<file path="src/rtl/core/udiv64_pkg.sv">
// Package for the 64-bit unsigned divider: operand, result and pipeline stage types.
// No dependencies; used by every module in rtl/core and by the checker.
package udiv64_pkg;

    localparam int DIV_WIDTH  = 64;
    localparam int DIV_STAGES = DIV_WIDTH;   // one quotient bit per stage

    typedef struct packed {
        logic [DIV_WIDTH-1:0] numerator;
        logic [DIV_WIDTH-1:0] denominator;
    } div_in_t;

    typedef struct packed {
        logic [DIV_WIDTH-1:0] quotient;
        logic [DIV_WIDTH-1:0] remainder;
        logic                 divide_by_zero;
    } div_out_t;

    // nq holds the numerator bits still to be consumed (top) and the
    // quotient bits already produced (bottom), shifted left each stage.
    typedef struct packed {
        logic                 valid;
        logic [DIV_WIDTH-1:0] rem;
        logic [DIV_WIDTH-1:0] nq;
        logic [DIV_WIDTH-1:0] den;
        logic                 dbz;
    } stage_t;

endpackage

</file>
<file path="src/rtl/core/udiv64_stage.sv">
// One restoring shift-subtract step of the divider, registered at its output.
// Depends on udiv64_pkg.
module udiv64_stage
(
    input  logic               clk,
    input  logic               rst_n,
    input  udiv64_pkg::stage_t stage_in,
    output udiv64_pkg::stage_t stage_out
);

    localparam int W = udiv64_pkg::DIV_WIDTH;

    logic               valid_reg;
    logic               valid_next;
    udiv64_pkg::stage_t data_reg;
    udiv64_pkg::stage_t data_next;

    logic [W:0] partial;
    logic [W:0] diff;
    logic       take;

    // shift in the next numerator bit, trial-subtract the divisor;
    // a zero divisor always takes, so the quotient comes out all ones
    always_comb
    begin
        partial = {stage_in.rem, stage_in.nq[W-1]};
        diff    = partial - {1'b0, stage_in.den};
        take    = ~diff[W] | stage_in.dbz;

        valid_next     = stage_in.valid;
        data_next      = stage_in;
        data_next.rem  = take ? diff[W-1:0] : partial[W-1:0];
        data_next.nq   = {stage_in.nq[W-2:0], take};
    end

    always_ff @(posedge clk or negedge rst_n)
    begin
        if (!rst_n)
        begin
            valid_reg <= 1'b0;
        end
        else
        begin
            valid_reg <= valid_next;
        end
    end

    // payload only moves with a live transfer
    always_ff @(posedge clk)
    begin
        if (stage_in.valid)
        begin
            data_reg <= data_next;
        end
    end

    always_comb
    begin
        stage_out       = data_reg;
        stage_out.valid = valid_reg;
    end

endmodule

</file>
<file path="config.mk">
export PLATFORM = sky130hd
export DESIGN_NAME = udiv64_stage
export DESIGN_NICKNAME = d
export VERILOG_FILES = /design/src/rtl/core/udiv64_pkg.sv /design/src/rtl/core/udiv64_stage.sv
export SDC_FILE = /design/constraint.sdc
export NUM_CORES = 1
export LEC_CHECK = 0
export ABC_AREA = 1
export BUFFER_PORTS_ARGS = -buffer_cell sky130_fd_sc_hd__buf_2
export CAP_MARGIN = 30
export CELL_PAD_IN_SITES_DETAIL_PLACEMENT = 0
export CELL_PAD_IN_SITES_GLOBAL_PLACEMENT = 2
export CORE_MARGIN = 3
export CORE_UTILIZATION = 26
export CTS_CLUSTER_DIAMETER = 120
export DETAILED_ROUTE_END_ITERATION = 6
export PLACE_DENSITY_LB_ADDON = 0.1
export REMOVE_ABC_BUFFERS = 1
export SLEW_MARGIN = 20
export SYNTH_ARGS = -nofsm -noshare
export SYNTH_HDL_FRONTEND = slang
export SYNTH_SLANG_ARGS = --single-unit
export TNS_END_PERCENT = 50
</file>
<file path="constraint.sdc">
create_clock -name clk -period 0.8 [get_ports clk]
set_clock_uncertainty 0.05 [all_clocks]
set_input_delay 0.16 -clock clk [delete_from_list [all_inputs] [get_ports clk]]
set_output_delay 0.16 -clock clk [all_outputs]
set_load 0.05 [all_outputs]
</file>
* Word level (Yosys, flattened, before mapping)
Cells that the tools add are included.
Word-level totals: input bits 196, word-level logic and storage cells 9, register bits 194, output and inout port bits 194
Operators by class: multiplexer cells 1, add/sub/neg operators 1, bitwise gates (word level) 2
Operator list (number):
- $sub A65 B64 Y65 | 1
- $mux W64 | 1
- $not A1 Y1 | 1
- $or A1 B1 Y1 | 1

* Longest topological paths before layout
Gate-level depths: netlist of run 1.
depth in word-level cells 4, mapped depth 20

* Least setup slack after synthesis of run 1
No wires, ideal clock.
kind input -> register, start in stage_in[128] (netlist bit), end reg data_reg, in the netlist stage_out[134], data pin, buffers on the path 2, setup time 0.253 ns, stages on the path 19, required time 0.497 ns, data arrival time 1.985 ns, slack -1.488 ns, cell sequence inv_1 ha_1 fa_1 inv_1 nand2_1 nand2_1 nand3_1 nand2_2 nand2_1 nand2_2 nand2_2 nand2_2 nand2_2 nand3_2 nand3_2 buf_12 buf_12 nand2_2 nand2_1
RTL lines:
- from (decl) | line udiv64_stage.sv:7 | input udiv64_pkg::stage_t stage_in,
- to (signal assigned) | line udiv64_stage.sv:53 | data_reg <= data_next;
- to (decl) | line udiv64_stage.sv:15 | udiv64_pkg::stage_t data_reg;

==> results.sh, run 1 <==
export IMPL_largest_register_ffs=193
export IMPL_num_antenna_cells=0
export IMPL_ir_drop_v=0.00111
export IMPL_core_area_um2=48100
export IMPL_setup_worst_path_end_class="flop"
export IMPL_dp_hpwl_um=45200
export IMPL_synth_edf_count=193
export IMPL_fin_ws_ns=-1.16
export IMPL_critPathRequiredTime_ns=1.00
export IMPL_power_density_nw_per_um2=1700
export IMPL_place_congestion=0.857
export IMPL_clkTransAtPathRegs_ns=0.08
export IMPL_die_w_um=228
export IMPL_cts_made_buffers=17
export IMPL_dieHeight_um=228
export IMPL_max_slew_margin_rel_pct=72.0
export IMPL_drtIter0Drc=564
export IMPL_place_port_buffers=389
export IMPL_status="complete, but fails checks"
export IMPL_grt_pass1_wl_um=87400
export IMPL_synth_warnings=0
export IMPL_drive_gt1_share_pct=42.6
export IMPL_crit_chain="buf_2 > inv_1 > ha_4 > a21oi_2 > nand2_1 > a21oi_2 > nand2_2 > a21oi_4 > buf_6 > nand3_4 > buf_4 > buf_12 > nand4_1 > nand2_2"
export IMPL_wl_um=59300
export IMPL_slew_violations=0
export IMPL_yosys_register_bits=194
export IMPL_maxCapViolations=0
export IMPL_viasPerCell=4.28
export IMPL_setup_violations=259
export IMPL_violations="setup timing"
export IMPL_cts_root_buf="clkbuf_16"
export IMPL_yosys_most_used_dff="edfxtp_1"
export IMPL_post_route_min_period_ns=1.96
export IMPL_synth_area_leaders="edfxtp_1, nand2_1, inv_1, ha_1, nand4_1"
export IMPL_ios=390
export IMPL_post_route_period_util_pct=245
export IMPL_power_static_leakage_nw=11.9
export IMPL_finalHoldViolCount=0
export IMPL_synth_area_um2=12800
export IMPL_path_buf_inv=5
export IMPL_rows=80
export IMPL_worst_slew_pin_transition_ns=0.420
export IMPL_grt_start_max_net_pins=41
export IMPL_worstPathArrival_ns=2.16
export IMPL_stdcell_count=3265
export IMPL_cp_start_kind="input port"
export IMPL_first_pass_iters=5
export IMPL_dp_cells=3014
export IMPL_drc_errors=0
export IMPL_rsz0062_at_grt="true"
export IMPL_final_cell_area_um2=23900
export IMPL_whs_ns=0.0371
export IMPL_min_path_type="in2reg"
export IMPL_synth_top_area_share_pct=45.3
export IMPL_clk_path_buf_depth=2
export IMPL_syn_avg_cell_area_um2=7.70
export IMPL_ys_async_sr_fraction_pct=0.515
export IMPL_antenna_found_initial=3
export IMPL_cp_top_family="buffers and inverters"
export IMPL_grt_pass1_vias=14658
export IMPL_setup_tns_ns=-165.28
export IMPL_placed_area_um2=19100
export IMPL_synth_most_common_cell="nand2_1"
export IMPL_fmax_ghz=0.509
export IMPL_grt_usage_pct=22.0
export IMPL_slowest_stage="ha_4"
export IMPL_cpPeakStageDelay_ns=0.23
export IMPL_synth_cells=1664
export IMPL_crit_fanout=21
export IMPL_finalNetCount=2857
export IMPL_p_total_mw=40.6
export IMPL_grt_ovfl_total=0
export IMPL_synthTopCellsByCount="nand2_1, inv_1, edfxtp_1, nor2_1, nand4_1"
export IMPL_dr_total_vias=13964
export IMPL_synth_cell_types=35
export IMPL_ant_nets=0
export IMPL_clock_sinks=194
export IMPL_die_area_um2=52000
export IMPL_cts_tree="yes"
export IMPL_seq_area_frac_synth_pct=45.5
export IMPL_yosysTopAreaCell="edfxtp_1"
export IMPL_htree_levels=4
export IMPL_wl_per_cell_um=18.2
export IMPL_critical_path_class="in2reg"
export IMPL_area_delta_synth_final_pct=86.4
export IMPL_start_util_pct=26.6
## area by class of cell
class | instances | area (um^2)
Fill cell | 4739 | 24300
Clock inverter | 14 | 191
Clock buffer | 18 | 429
Sequential cell | 194 | 5820
Inverter | 336 | 1260
Multi-Input combinational cell | 1105 | 6950
Tap cell | 656 | 821
Timing Repair Buffer | 942 | 8400
## routing by layer
layer | wire [um] | GRT usage [%]
met1 | 27900 | 29.8
met3 | 2710 | 3.75
met2 | 27500 | 37.0
met5 | 28 | 0
met4 | 1060 | 4.76
## final timing paths
path / start / to / slack, ns / cells after the start
max: stage_in[48] / stage_out[170]$_DFFE_PP_ / -1.16 / 14
min: stage_in[128] / stage_out[129]$_DFFE_PP_ / 0.04 / 4
max in group asynchronous: rst_n / valid_reg$_DFF_PN0_ / 0.13 / 3
min in group asynchronous: rst_n / valid_reg$_DFF_PN0_ / 0.45 / 3
## per-stage QoR
stage | utilization [%] | worst slack, ns
2_1_floorplan | - | -3.16
3_3_place_gp | 39.6 | -1.90
3_5_place_dp | 39.6 | -1.91
4_1_cts | 46.8 | -1.16
5_1_grt | 49.6 | -1.23
6_report | 49.6 | -1.16
## cell usage in the layout (no fill, tap or decap), types with 4 or more instances in the layout
cell type      count
nand2_1          497
buf_4            333
inv_1            306
buf_2            252
edfxtp_1         193
dlygate4sd3_1    189
nand2_2          127
buf_12            86
buf_6             73
nand4_1           69
nor2_1            67
nand3_1           49
ha_4              44
a21oi_1           36
nand2_4           30
inv_2             29
a21oi_2           27
nor2_2            27
xor2_1            27
clkbuf_16         23
ha_1              20
o21ai_0           12
o21bai_1          11
nor2_4             8
nand3_4            7
o21ai_1            6
nand3_2            5
a21oi_4            5
inv_8              5
nor3_2             4
## repair_timing
action / in CTS / in global routing
setup buffers: 15 / 7
setup endpoints to repair: 259 / 261
resized for setup: 163 / 353
hold buffers: 189 / 0
pin swaps: 20 / 50
hold endpoints to repair: 189 / 0
cloned: 3 / 7
## power breakdown
part	switching (mW)	leakage, nW	internal [mW]
clock	4.60	0.301	4.80
combinational	10.1	9.68	7.84
sequential	0.663	1.90	12.5
total	15.4	11.9	25.2
## cell families (layout without fill, tap and decap cells)
group                      Yosys count  after routing  share of synthesized area, %
and+or+nand+nor                    907            907                          30.0
buffers and inverters              365           1310                          11.6
DFF                                194            194                          45.5
AOI/OAI and AO/OA                  102            102                          4.36
adders and majority gates           65             65                          6.41
xor gates and xnor gates            31             31                          2.12
Note: power is estimated with default switching activity, not from simulation.
==> run 2: changes to the inputs <==
Settings changed: CTS_BUF_LIST set to sky130_fd_sc_hd__clkbuf_16.
==> results.sh, run 2 (synthesis gave the netlist of run 1 again) <==
export IMPL_status="complete, but fails checks"
export IMPL_violations="setup timing"
export IMPL_max_slew_margin_rel_pct=72.1
export IMPL_crit_fanout=21
export IMPL_layout_cells_most_common="nand2_1"
export IMPL_drive_gt1_share_pct=42.6
export IMPL_cts_tree="yes"
export IMPL_htree_levels=4
export IMPL_nFillCells=4739
export IMPL_drtIter0Drc=603
export IMPL_p_total_mw=40.5
export IMPL_dieHeight_um=228
export IMPL_fmax_ghz=0.509
export IMPL_setup_tns_ns=-165.28
export IMPL_stdcell_count=3265
export IMPL_grtUsageMet1_pct=29.8
export IMPL_setup_violations=259
export IMPL_fin_ws_ns=-1.16
export IMPL_placed_area_um2=19100
export IMPL_clk_path_buf_depth=2
export IMPL_grt_ovfl_total=0
export IMPL_final_cell_area_um2=23900
export IMPL_post_route_period_util_pct=245
export IMPL_die_w_um=228
export IMPL_clkTransAtPathRegs_ns=0.08
export IMPL_cts_root_buf="clkbuf_16"
export IMPL_largest_register_ffs=193
export IMPL_cp_top_family="buffers and inverters"
export IMPL_worstPathArrival_ns=2.16
export IMPL_power_density_nw_per_um2=1700
export IMPL_critical_path_class="in2reg"
export IMPL_ant_nets=0
export IMPL_drc_errors=0
export IMPL_dp_hpwl_um=45200
export IMPL_hold_depth=4
export IMPL_place_port_buffers=389
export IMPL_cpPeakStageDelay_ns=0.23
export IMPL_power_static_leakage_nw=11.9
export IMPL_worst_slew_pin_transition_ns=0.419
export IMPL_wl_um=59200
export IMPL_cts_made_buffers=17
export IMPL_grt_pass1_wl_um=87400
export IMPL_post_route_min_period_ns=1.96
export IMPL_num_antenna_cells=0
export IMPL_clock_sinks=194
export IMPL_grt_pass1_vias=14658
export IMPL_slew_violations=0
export IMPL_finalNetCount=2857
export IMPL_crit_chain="buf_2 > inv_1 > ha_4 > a21oi_2 > nand2_1 > a21oi_2 > nand2_2 > a21oi_4 > buf_6 > nand3_4 > buf_4 > buf_12 > nand4_1 > nand2_2"
export IMPL_dr_total_vias=13960
export IMPL_min_path_type="in2reg"
export IMPL_use_met2_pct=37.0
export IMPL_rsz0062_at_grt="true"
export IMPL_slowest_stage="ha_4"
export IMPL_critPathRequiredTime_ns=1.00
export IMPL_place_congestion=0.857
export IMPL_grt_usage_pct=22.0
export IMPL_path_buf_inv=5
export IMPL_dp_cells=3014
export IMPL_path_depth=14
export IMPL_viasPerCell=4.28
export IMPL_ir_drop_v=0.00111
export IMPL_core_area_um2=48100
export IMPL_first_pass_iters=5
export IMPL_whs_ns=0.0370
export IMPL_maxCapViolations=0
export IMPL_finalHoldViolCount=0
export IMPL_cp_start_kind="input port"
export IMPL_wl_per_cell_um=18.1
export IMPL_antenna_found_initial=3
export IMPL_area_delta_synth_final_pct=86.4
export IMPL_setup_worst_path_end_class="flop"
export IMPL_grt_start_max_net_pins=41
export IMPL_grt_busiest_layer="met2"
export IMPL_ios=390
export IMPL_rows=80
export IMPL_final_cell_mix="nand2_1, buf_4, inv_1, buf_2, edfxtp_1"
export IMPL_met3_usage_pct=3.75
export IMPL_start_util_pct=26.6
export IMPL_die_area_um2=52000
==> run 2: cell count changes in the layout (fill, tap and decap cells not counted), sizes merged <==
cell    before  now
inv        344  345
clkbuf      24   23
==> run 2: power by group <==
group	switching, mW	total, mW	internal [mW]
Clock	4.60	9.38	4.78
Sequential	0.663	13.2	12.5
Combinational	10.1	18.0	7.84
==> run 2: cell type report <==
cell class                 count  area (um^2)  share of cell area, %
sequential                   194         5820                   24.4
clock inverter                15          195                  0.817
multi-input combinational   1105         6950                   29.1
timing repair buffer         942         8400                   35.2
inverter                     336         1260                   5.29
tap                          656          821                   3.44
clock buffer                  17          425                   1.78
==> run 2: tightest hold or removal path, cell delays in order <==
cell	delay, ns
buf_8	0.08
buf_4	0.09
nand4_1	0.08
nand2_1	0.07
==> run 2: repair_timing <==
action	4_1_cts	5_1_grt
hold buffers	189	0
gates cloned	3	7
pin swaps	20	50
setup buffers	15	7
endpoints found under the setup margin	259	261
resized for setup	163	353
endpoints found under the hold margin	189	0
==> run 2: stage by stage <==
stage	worst slack [ns]	util, %
after detailed placement	-1.91	39.6
after CTS	-1.16	46.8
after global routing	-1.23	49.6
after floorplan	-3.16	-
final	-1.16	49.6
after global placement	-1.90	39.6
==> run 2: routing by layer <==
metal	vias to the layer above	share of wire, %
li1	7142	-
met1	6446	47
met2	313	46
met3	53	4.6
met4	6	1.8
met5	-	0.047
==> run 2: final timing paths <==
kind,from,endpoint,slack [ns]
setup / recovery,stage_in[48],stage_out[170]$_DFFE_PP_,-1.16
hold / removal,stage_in[128],stage_out[129]$_DFFE_PP_,0.04
max in group asynchronous,rst_n,valid_reg$_DFF_PN0_,0.13
min in group asynchronous,rst_n,valid_reg$_DFF_PN0_,0.46
